File: src/mhtq_pkg.sv
// Shared types, constants and helpers for the min-heap timer queue.
`default_nettype none
package mhtq_pkg;

    localparam int CAPACITY_DEF = 64;
    localparam int MAX_ID_DEF   = 255;

    localparam int ID_W     = 8;
    localparam int NUM_IDS  = 256;
    localparam int DLY_W    = 24;
    localparam int TIME_W   = 32;
    localparam int ND_W     = 25;
    localparam int ST_W     = 2;
    localparam int OP_W     = 2;
    localparam int MAXID_W  = 16;
    localparam int S_DATA_W = 32;
    localparam int M_DATA_W = 40;

    typedef enum logic [OP_W-1:0] {
        OP_ADD   = 2'd0,
        OP_FIRE  = 2'd1,
        OP_TICK  = 2'd2,
        OP_CLEAR = 2'd3
    } op_t;

    typedef enum logic [ST_W-1:0] {
        ST_OK      = 2'd0,
        ST_FULL    = 2'd1,
        ST_UNKNOWN = 2'd2,
        ST_INVALID = 2'd3
    } status_t;

    typedef enum logic [4:0] {
        DP_NOP,
        DP_LOAD,
        DP_SET_STATUS,
        DP_ADD_OLD,
        DP_ADD_NEW,
        DP_CLEAR,
        DP_TICK,
        DP_RM_START,
        DP_LOAD_CUR,
        DP_DN_RD1,
        DP_DN_RD2,
        DP_DN_SEL,
        DP_MOVE_BEST,
        DP_UP_RD,
        DP_MOVE_PAR,
        DP_WR_FIN,
        DP_RD_TOP,
        DP_ND,
        DP_OUT_RD,
        DP_OUT_LD
    } dp_op_t;

    typedef struct packed {
        dp_op_t  op;
        status_t code;
    } cmd_t;

    typedef struct packed {
        op_t  op;
        logic add_bad;
        logic fire_bad;
        logic present;
        logic full;
        logic cnt_zero;
        logic rm_need;
        logic has_child;
        logic cur_lt_best;
        logic moved;
        logic hole_zero;
        logic par_lt_cur;
        logic top_expired;
        logic out_free;
        logic out_last;
    } stat_t;

    typedef struct packed {
        logic [ID_W-1:0]   id;
        logic [TIME_W-1:0] expiry;
    } entry_t;

    // wrap-safe ordering: compare distances from now
    function automatic logic key_lt(input logic [TIME_W-1:0] a, input logic [TIME_W-1:0] b,
                                    input logic [TIME_W-1:0] now);
        logic [TIME_W-1:0] ka;
        logic [TIME_W-1:0] kb;
        ka = a - now;
        kb = b - now;
        return ka < kb;
    endfunction

endpackage
`default_nettype wire

File: src/mhtq_ctrl.sv
// Controller state machine for the min-heap timer queue.
`default_nettype none
module mhtq_ctrl (
    input  wire logic           aclk,
    input  wire logic           aresetn,
    input  wire logic           s_tvalid,
    output logic                s_tready,
    input  mhtq_pkg::stat_t     stat,
    output mhtq_pkg::cmd_t      cmd
);

    typedef enum logic [16:0] {
        S_IDLE    = 17'b00000000000000001,
        S_DECODE  = 17'b00000000000000010,
        S_RM_LD   = 17'b00000000000000100,
        S_DN_RD1  = 17'b00000000000001000,
        S_DN_RD2  = 17'b00000000000010000,
        S_DN_SEL  = 17'b00000000000100000,
        S_DN_CMP  = 17'b00000000001000000,
        S_UP_RD   = 17'b00000000010000000,
        S_UP_CMP  = 17'b00000000100000000,
        S_WR_FIN  = 17'b00000001000000000,
        S_TK_RD   = 17'b00000010000000000,
        S_TK_CHK  = 17'b00000100000000000,
        S_ND_RD   = 17'b00001000000000000,
        S_ND_CALC = 17'b00010000000000000,
        S_OUT_RD  = 17'b00100000000000000,
        S_OUT_LD  = 17'b01000000000000000,
        S_SPARE   = 17'b10000000000000000
    } state_t;

    state_t state_reg, state_next;

    assign s_tready = (state_reg == S_IDLE);

    always_ff @(posedge aclk) begin
        if (!aresetn) begin
            state_reg <= S_IDLE;
        end else begin
            state_reg <= state_next;
        end
    end

    always_comb begin
        state_next = state_reg;
        cmd.op     = mhtq_pkg::DP_NOP;
        cmd.code   = mhtq_pkg::ST_OK;
        unique case (state_reg)
            S_IDLE: begin
                if (s_tvalid) begin
                    cmd.op     = mhtq_pkg::DP_LOAD;
                    state_next = S_DECODE;
                end
            end
            S_DECODE: begin
                unique case (stat.op)
                    mhtq_pkg::OP_ADD: begin
                        if (stat.add_bad) begin
                            cmd.op     = mhtq_pkg::DP_SET_STATUS;
                            cmd.code   = mhtq_pkg::ST_INVALID;
                            state_next = S_ND_RD;
                        end else if (stat.present) begin
                            cmd.op     = mhtq_pkg::DP_ADD_OLD;
                            state_next = S_DN_RD1;
                        end else if (stat.full) begin
                            cmd.op     = mhtq_pkg::DP_SET_STATUS;
                            cmd.code   = mhtq_pkg::ST_FULL;
                            state_next = S_ND_RD;
                        end else begin
                            cmd.op     = mhtq_pkg::DP_ADD_NEW;
                            state_next = S_UP_RD;
                        end
                    end
                    mhtq_pkg::OP_FIRE: begin
                        if (stat.fire_bad) begin
                            cmd.op     = mhtq_pkg::DP_SET_STATUS;
                            cmd.code   = mhtq_pkg::ST_INVALID;
                            state_next = S_ND_RD;
                        end else if (!stat.present) begin
                            cmd.op     = mhtq_pkg::DP_SET_STATUS;
                            cmd.code   = mhtq_pkg::ST_UNKNOWN;
                            state_next = S_ND_RD;
                        end else begin
                            cmd.op     = mhtq_pkg::DP_RM_START;
                            state_next = stat.rm_need ? S_RM_LD : S_ND_RD;
                        end
                    end
                    mhtq_pkg::OP_TICK: begin
                        cmd.op     = mhtq_pkg::DP_TICK;
                        state_next = S_TK_RD;
                    end
                    mhtq_pkg::OP_CLEAR: begin
                        cmd.op     = mhtq_pkg::DP_CLEAR;
                        state_next = S_ND_RD;
                    end
                    default: state_next = S_ND_RD;
                endcase
            end
            S_RM_LD: begin
                cmd.op     = mhtq_pkg::DP_LOAD_CUR;
                state_next = S_DN_RD1;
            end
            S_DN_RD1: begin
                if (stat.has_child) begin
                    cmd.op     = mhtq_pkg::DP_DN_RD1;
                    state_next = S_DN_RD2;
                end else begin
                    state_next = stat.moved ? S_WR_FIN : S_UP_RD;
                end
            end
            S_DN_RD2: begin
                cmd.op     = mhtq_pkg::DP_DN_RD2;
                state_next = S_DN_SEL;
            end
            S_DN_SEL: begin
                cmd.op     = mhtq_pkg::DP_DN_SEL;
                state_next = S_DN_CMP;
            end
            S_DN_CMP: begin
                if (stat.cur_lt_best) begin
                    state_next = stat.moved ? S_WR_FIN : S_UP_RD;
                end else begin
                    cmd.op     = mhtq_pkg::DP_MOVE_BEST;
                    state_next = S_DN_RD1;
                end
            end
            S_UP_RD: begin
                if (stat.hole_zero) begin
                    state_next = S_WR_FIN;
                end else begin
                    cmd.op     = mhtq_pkg::DP_UP_RD;
                    state_next = S_UP_CMP;
                end
            end
            S_UP_CMP: begin
                if (stat.par_lt_cur) begin
                    state_next = S_WR_FIN;
                end else begin
                    cmd.op     = mhtq_pkg::DP_MOVE_PAR;
                    state_next = S_UP_RD;
                end
            end
            S_WR_FIN: begin
                cmd.op     = mhtq_pkg::DP_WR_FIN;
                state_next = (stat.op == mhtq_pkg::OP_TICK) ? S_TK_RD : S_ND_RD;
            end
            S_TK_RD: begin
                if (stat.cnt_zero) begin
                    state_next = S_ND_RD;
                end else begin
                    cmd.op     = mhtq_pkg::DP_RD_TOP;
                    state_next = S_TK_CHK;
                end
            end
            S_TK_CHK: begin
                if (stat.top_expired) begin
                    cmd.op     = mhtq_pkg::DP_RM_START;
                    state_next = stat.rm_need ? S_RM_LD : S_TK_RD;
                end else begin
                    state_next = S_ND_RD;
                end
            end
            S_ND_RD: begin
                cmd.op     = mhtq_pkg::DP_RD_TOP;
                state_next = S_ND_CALC;
            end
            S_ND_CALC: begin
                cmd.op     = mhtq_pkg::DP_ND;
                state_next = S_OUT_RD;
            end
            S_OUT_RD: begin
                cmd.op     = mhtq_pkg::DP_OUT_RD;
                state_next = S_OUT_LD;
            end
            S_OUT_LD: begin
                if (stat.out_free) begin
                    cmd.op     = mhtq_pkg::DP_OUT_LD;
                    state_next = stat.out_last ? S_IDLE : S_OUT_RD;
                end
            end
            default: state_next = S_IDLE;
        endcase
    end

endmodule
`default_nettype wire

File: config.mk
export PLATFORM = sky130hd
export DESIGN_NAME = mhtq_ctrl
export DESIGN_NICKNAME = d
export VERILOG_FILES = /design/src/mhtq_pkg.sv /design/src/mhtq_ctrl.sv
export SDC_FILE = /design/constraint.sdc
export NUM_CORES = 1
export LEC_CHECK = 0
export BUFFER_PORTS_ARGS = -buffer_cell sky130_fd_sc_hd__buf_4
export CAP_MARGIN = 20
export CORE_MARGIN = 3
export CORE_UTILIZATION = 55
export DETAILED_ROUTE_END_ITERATION = 8
export PLACE_DENSITY = 0.79
export SLEW_MARGIN = 20
export SYNTH_ARGS = -nofsm -noshare
export SYNTH_HDL_FRONTEND = slang
export SYNTH_SLANG_ARGS = --single-unit
File: constraint.sdc
create_clock -name aclk -period 3.11 [get_ports aclk]
set_input_delay 0.622 -clock aclk [delete_from_list [all_inputs] [get_ports aclk]]
set_output_delay 0.622 -clock aclk [all_outputs]
set_load 0.02 [all_outputs]
==> flow_summary.yaml, run 1 <==
run_status:
  status: "complete, no violations"
die:
  core_area_mm2: 0.002340
  fp-row-count: 17
  design.portCount: 27
  die_footprint_mm2: 0.003253
  die_width_um: 57.04
  initial_core_util_pct: 61.23
  die_h_um: 57.04
yosys:
  most_area_hungry_cell_type_in_the_yosys_netlist: "sky130_fd_sc_hd__dfxtp_1"
  number_of_enable_flip_flop_cells_after_synthesis: 0
  synth_largest_type_area_fraction_pct: 22.36
  seq_area_frac_synth_pct: 22.36
  syn_nets: 212
  yosys-top-cells-area: "sky130_fd_sc_hd__dfxtp_1 22%, sky130_fd_sc_hd__a21oi_1 4.9%, sky130_fd_sc_hd__nor3_1 4.9%"
  post_synth_instance_area_mm2: 0.001433
  post_synth.cell_area_avg_um2: 7.620
  synth_cell_types: 56
  synth-async-reset-ratio_pct: 0
  synth_top_flop_cell: "sky130_fd_sc_hd__dfxtp_1"
  yosys_register_bits: 16
  ys.warnings.count: 0
  number_of_cells_produced_by_synthesis: 188
critical_path:
  critPathLaunchType: "register"
  worst_path_required_time_ps: 2490
  cp-startpoint: "state_reg[4]"
  worstPathMaxFanout: 9
  crit_path_end_kind: "output pin"
  critical_path_arrival_ps: 2380
  worst-setup-path-type: "reg -> out"
  r2r_start: "state_reg[4]"
sta:
  number_of_failing_setup_endpoints_in_the_final_timing_report: 0
  fin_worst_skew_ps: 2.021
  grt_setup_unrepaired: "false"
  tightest_slew_ps: 534.1
  timing.fmax_mhz: 332.7
  max_slew_margin_pct: 63.89
  fin_setup_tns_ps: 0
  final_min_period_over_clock_period_pct: 96.65
  min_cycle_time_layout_ps: 3006
  finalHoldViolCount: 0
  finalMaxSlewViolations: 0
  fin_worst_hold_slack_ps: 524.6
power:
  comb_power_share_pct: 25.1
  intPower_mw: 0.3316
  netSwitchingFraction_pct: 28.91
  clock_power_share_pct: 29.5
  seq_power_share_pct: 45.4
  vdd_drop_max_mv: 0.1914
  p_per_area_mw_per_mm2: 280.5
  total_power_mw: 0.4664
  power.net_switching_mw: 0.1348
  total_leakage_power_nw: 0.7134
clock_network:
  cts_buffers: 3
  tritoncts_num_sinks: 16
  clock_tree.buffer_depth: 2
  worst_setup_hold_path_clk_slew_ps: 100
  clkLatencyLatePin_ps: 280
  tritoncts: "yes"
  clock-root-buffer: "sky130_fd_sc_hd__clkbuf_4"
  cts.htree.levels: 1
  cts_hold_buffers: 0
placement:
  buffer_ports.inserted: 26
  finalWeightedCongestion: 0.8863
  dpl.hpwl_mm: 2.971
layout:
  nets: 234
  antenna_cells_inserted: 0
  fillerInstances: 188
  areaGrowthSynthToFinish_pct: 16.07
  final_layout_size_suffix_gt1_share_pct: 28.23
  largest_register_ffs: 16
job:
  maxCapViolCount: 0
detailed_routing:
  detail_route.vias_per_cell: 6.557
  drtPass1Iterations: 6
  routedWlPerCell_um: 16.05
  drt_wl_total_mm: 3.804
  drc: 0
  routed-via-count: 1554
  detail-route-antenna-nets: 0
  drt_iter0_drc: 102
grt:
  vias_in_the_first_global_route: 1477
  antenna_found_initial: 0
  grt_max_degree: 12
  grt-ovfl-total: 0
  grt_first_pass_wirelength_mm: 6.292
  grt_use_total_pct: 23.27
worst_hold_path:
  worst_hold_launch: "stat[5]"
  timing.hold.worst.class: "in -> reg"
[timing repair]
action                                  4_1_cts  5_1_grt
endpoints found under the hold margin         0        0
gates cloned                                  0        0
pin swaps                                     1        2
endpoints found under the setup margin        2        4
resized for setup                             1        8
setup buffers                                 1        0
[power by group through the flow]
stage | Combinational, mW | Sequential (mW) | Clock [mW]
finish | 0.117 | 0.212 | 0.138
floorplan | 0.0681 | 0.215 | 0
global route | 0.126 | 0.213 | 0.151
CTS | 0.113 | 0.212 | 0.139
global placement | 0.109 | 0.216 | 0
detailed placement | 0.112 | 0.216 | 0
[path summary, 6_finish.rpt]
path                        end  slack, ps  depth (start not counted)
setup reg to reg   state_reg[0]        890                          6
setup / recovery         cmd[2]        100                          7
hold reg to reg   state_reg[13]        590                          2
hold / removal     state_reg[7]        520                          2
[per-stage QoR]
| step | setup WS (ps) | utilization (%) | std cells | instance area (um2) |
|---|---|---|---|---|
| after floorplan | 405.5 | - | 188 | 1433 |
| after global placement | 328.8 | 68.18 | 232 | 1595 |
| after detailed placement | 283.3 | 68.18 | 232 | 1595 |
| after CTS | 34.08 | 70.32 | 237 | 1645 |
| after global routing | 3.427 | 71.07 | 237 | 1663 |
| final | 104.1 | 71.07 | 237 | 1663 |
[cell families after synthesis]
| family | count (synthesis) | synth area share (%) |
|---|---|---|
| compound gates | 46 | 21.40 |
| xor+xnor | 4 | 2.445 |
| buf+inv | 27 | 9.693 |
| flops | 16 | 22.36 |
| fa+ha+maj | 5 | 4.367 |
| simple gates | 90 | 39.74 |
[placed cells by master, fill, tap and decap left out, types with 2 or more instances in the layout]
cell type / n
sky130_fd_sc_hd__nor3_4: 3
sky130_fd_sc_hd__dfxtp_2: 6
sky130_fd_sc_hd__nand2b_1: 2
sky130_fd_sc_hd__inv_1: 14
sky130_fd_sc_hd__nor4_1: 5
sky130_fd_sc_hd__o211ai_1: 2
sky130_fd_sc_hd__or4_4: 6
sky130_fd_sc_hd__a31oi_1: 2
sky130_fd_sc_hd__nand3_1: 4
sky130_fd_sc_hd__ha_1: 5
sky130_fd_sc_hd__o21ai_0: 8
sky130_fd_sc_hd__a211oi_1: 2
sky130_fd_sc_hd__a21oi_1: 14
sky130_fd_sc_hd__and4b_1: 3
sky130_fd_sc_hd__clkbuf_4: 3
sky130_fd_sc_hd__nor2_1: 16
sky130_fd_sc_hd__nor2b_1: 3
sky130_fd_sc_hd__nor4b_1: 4
sky130_fd_sc_hd__or3_1: 2
sky130_fd_sc_hd__o22ai_1: 2
sky130_fd_sc_hd__nand2_1: 10
sky130_fd_sc_hd__dfxtp_1: 10
sky130_fd_sc_hd__a22oi_1: 3
sky130_fd_sc_hd__xor2_1: 4
sky130_fd_sc_hd__nor3_1: 14
sky130_fd_sc_hd__buf_4: 29
sky130_fd_sc_hd__nand4_1: 3
sky130_fd_sc_hd__and2_1: 3
[worst max-delay path, stage by stage (launching register included)]
cell	delay, ps
sky130_fd_sc_hd__dfxtp_2	380
sky130_fd_sc_hd__or4_4	610
sky130_fd_sc_hd__or2_1	300
sky130_fd_sc_hd__or3_4	410
sky130_fd_sc_hd__clkinv_1	70
sky130_fd_sc_hd__a21oi_1	90
sky130_fd_sc_hd__nand4_1	100
sky130_fd_sc_hd__buf_4	140
[cells in the mapped netlist, types with 2 or more instances]
cell type and count:
sky130_fd_sc_hd__dfxtp_1 16, sky130_fd_sc_hd__nor2_1 16, sky130_fd_sc_hd__a21oi_1 14, sky130_fd_sc_hd__inv_1 14
sky130_fd_sc_hd__nor3_1 14, sky130_fd_sc_hd__nand2_1 10, sky130_fd_sc_hd__o21ai_0 8, sky130_fd_sc_hd__ha_1 5
sky130_fd_sc_hd__nor4_1 5, sky130_fd_sc_hd__nor4b_1 5, sky130_fd_sc_hd__or4_4 5, sky130_fd_sc_hd__buf_6 4
sky130_fd_sc_hd__clkbuf_1 4, sky130_fd_sc_hd__nand3_1 4, sky130_fd_sc_hd__xor2_1 4, sky130_fd_sc_hd__a22oi_1 3
sky130_fd_sc_hd__and2_1 3, sky130_fd_sc_hd__and4b_1 3, sky130_fd_sc_hd__buf_2 3, sky130_fd_sc_hd__nand4_1 3
sky130_fd_sc_hd__nor2b_1 3, sky130_fd_sc_hd__a211oi_1 2, sky130_fd_sc_hd__a31oi_1 2, sky130_fd_sc_hd__nand2b_1 2
sky130_fd_sc_hd__nor3_4 2, sky130_fd_sc_hd__o211ai_1 2, sky130_fd_sc_hd__o22ai_1 2, sky130_fd_sc_hd__or3_1 2
[routing by layer]
metal | wire, um | global-route usage [%] | up-vias
li1 | - | - | 742
met1 | 1610 | 27.83 | 714
met2 | 1794 | 39.31 | 85
met3 | 319 | 5.430 | 13
met4 | 79 | 10.60 | 0
met5 | 0 | 0 | -
[cell type report]
class / instances / area (um2) / share of cell area (%)
flip-flops and latches: 16 / 327.8 / 19.71
multi-input cells: 145 / 989.7 / 59.52
inverters: 15 / 56.30 / 3.386
well taps: 28 / 35.03 / 2.107
repair buffers: 29 / 217.7 / 13.09
clock buffers: 4 / 36.28 / 2.182
(Power assumes the default switching activity.)
==> inputs of run 2 (changes only) <==
==> constraint.sdc (replaced) <==
create_clock -name aclk -period 3.11 [get_ports aclk]
set_input_delay 0.311 -clock aclk [delete_from_list [all_inputs] [get_ports aclk]]
set_output_delay 0.311 -clock aclk [all_outputs]
set_load 0.02 [all_outputs]
==> run 2 against run 1 <==
  * Via count shrank 4.6%
  * Total power grew 0.27%
  * Routed wire length is 2.2% lower
  * Hold slack got worse by 330 ps
  * Fmax up 4.7%
  * Worst setup slack improved by 130 ps
  * Global-route usage shrank 0.082 points
  * Critical endpoint unchanged
  * Critical path depth fell by 1
  * Flip-flop and latch count unchanged
  * Cell count fell by 1.3%
==> flow_summary.yaml, run 2 (synthesis results as in run 1) <==
clock_network:
  cts_buffers: 3
  tritoncts: "yes"
  cts.htree.levels: 1
  number_of_gates_resized_after_cts: 0
  tritoncts_num_sinks: 16
  clock_tree.buffer_depth: 2
  cts_hold_buffers: 0
  post_cts.repair.setup_buffers: 0
  clkLatencyLatePin_ps: 290
  worst_setup_hold_path_clk_slew_ps: 100
  clock-root-buffer: "sky130_fd_sc_hd__clkbuf_4"
sta:
  max_slew_margin_pct: 57.95
  min_cycle_time_layout_ps: 2872
  finalHoldViolCount: 0
  number_of_failing_setup_endpoints_in_the_final_timing_report: 0
  timing.fmax_mhz: 348.2
  grt_setup_unrepaired: "false"
  fin_worst_skew_ps: 6.831
  final_min_period_over_clock_period_pct: 92.33
  finalMaxSlewViolations: 0
  fin_setup_tns_ps: 0
  layout_setup_ws_ps: 238.4
  fin_worst_hold_slack_ps: 197.4
  tightest_slew_ps: 622.0
detailed_routing:
  detail_route.vias_per_cell: 6.333
  drt_iter0_drc: 83
  drc: 0
  drtPass1Iterations: 5
  route.layer.met1.wl_mm: 1.638
  routed.top_layer: "met4"
  routedWlPerCell_um: 15.91
  drt_wl_total_mm: 3.722
  met2RoutedLength_mm: 1.742
  routed-via-count: 1482
  met3_length_um: 283
  detail-route-antenna-nets: 0
power:
  p_per_area_mw_per_mm2: 289.3
  vdd_drop_max_mv: 0.2297
  total_leakage_power_nw: 0.6872
job:
  maxCapViolCount: 0
critical_path:
  path_cells: "or4_4 > nor3_4 > nand2_2 > or4_4 > nand4_1 > buf_4"
  worst_path_required_time_ps: 2800
  worstPathMaxFanout: 9
  r2r_start: "state_reg[4]"
  crit_path_frequent_cell: "sky130_fd_sc_hd__or4_4"
  worst-setup-path-type: "reg -> out"
  crit_path_end_kind: "output pin"
  cp.buffers_inverters: 1
  cp-startpoint: "state_reg[4]"
  critical_path_arrival_ps: 2560
  critPathLaunchType: "register"
  critical_path_top_delay_cell: "sky130_fd_sc_hd__or4_4"
  critical_path.top_delay_family: "simple AND/OR/NAND/NOR gates"
  max_stage_delay_ps: 630
grt:
  grt-ovfl-total: 0
  grt_max_degree: 12
  grt_use_total_pct: 23.19
  grt_first_pass_wirelength_mm: 6.134
  antenna_found_initial: 0
  vias_in_the_first_global_route: 1396
run_status:
  status: "complete, no violations"
layout:
  final_layout_size_suffix_gt1_share_pct: 23.30
  nets: 231
  areaGrowthSynthToFinish_pct: 12.84
  post-route-cell-area_mm2: 0.001617
  antenna_cells_inserted: 0
  largest_register_ffs: 16
  layout_commonest_cell: "sky130_fd_sc_hd__buf_4"
  layout.cells.most_common_list: "26 x sky130_fd_sc_hd__buf_4, 16 x sky130_fd_sc_hd__nor2_1, 16 x sky130_fd_sc_hd__dfxtp_1"
worst_hold_path:
  timing.hold.worst.class: "in -> reg"
  worst_hold_launch: "stat[4]"
die:
  die_h_um: 57.04
  core_area_mm2: 0.002340
  die_width_um: 57.04
  die_footprint_mm2: 0.003253
  initial_core_util_pct: 61.23
  fp-row-count: 17
  design.portCount: 27
placement:
  dpl.hpwl_mm: 2.909
  dpl-instance-area_mm2: 0.001580
  buffer_ports.inserted: 26
  finalWeightedCongestion: 0.8829
  post-place-ws_ps: 583.6
## run 2: cell types whose count changed in the layout (fill, tap and decap cells not counted)
cell,before,now
sky130_fd_sc_hd__or4_1,0,1
sky130_fd_sc_hd__dfxtp_1,10,16
sky130_fd_sc_hd__nor3_4,3,2
sky130_fd_sc_hd__nor3_2,0,1
sky130_fd_sc_hd__buf_4,29,26
sky130_fd_sc_hd__or4_4,6,5
sky130_fd_sc_hd__nor4b_1,4,5
sky130_fd_sc_hd__nor4b_2,1,0
sky130_fd_sc_hd__dfxtp_2,6,0
## run 2: power by group
part | internal (mW) | switching (mW)
clock network | 0.0714 | 0.0722
registers | 0.208 | 0.00383
logic | 0.0499 | 0.0625
## run 2: final timing paths
path,end,slack [ps],cells after the start
worst min-delay path,state_reg[8],200,2
worst min register to register,state_reg[13],590,2
worst max register to register,state_reg[0],860,6
worst max-delay path,cmd[2],240,6
## run 2: layout make-up
class	instances	area (um2)
multi-input combinational	145	973.4
clock buffer	4	36.28
timing repair buffer	26	195.2
inverter	15	56.30
sequential	16	320.3
fill	194	723.2
tap	28	35.03
## run 2: stage by stage
step           std cells  util, %  power, mW
6_report             234    69.09     0.4677
5_1_grt              234    69.09     0.4916
4_1_cts              234    69.09     0.4683
3_5_place_dp         230    67.54     0.3272
3_3_place_gp         230    67.54     0.3245
2_1_floorplan        188        -     0.2831
## run 2: layer usage
layer / track usage (%) / vias up
met1: 30.74 / 670
met4: 8.278 / 0
met3: 4.751 / 11
li1: - / 733
met5: 0 / -
met2: 37.19 / 68
## run 2: worst reg2reg max path, delay by kind of cell, from the launching register on
kind	cells	cell delay, ps
AND/OR/NAND/NOR	3	1240
AO/OA/AOI/OAI	3	500
flip-flops	1	410
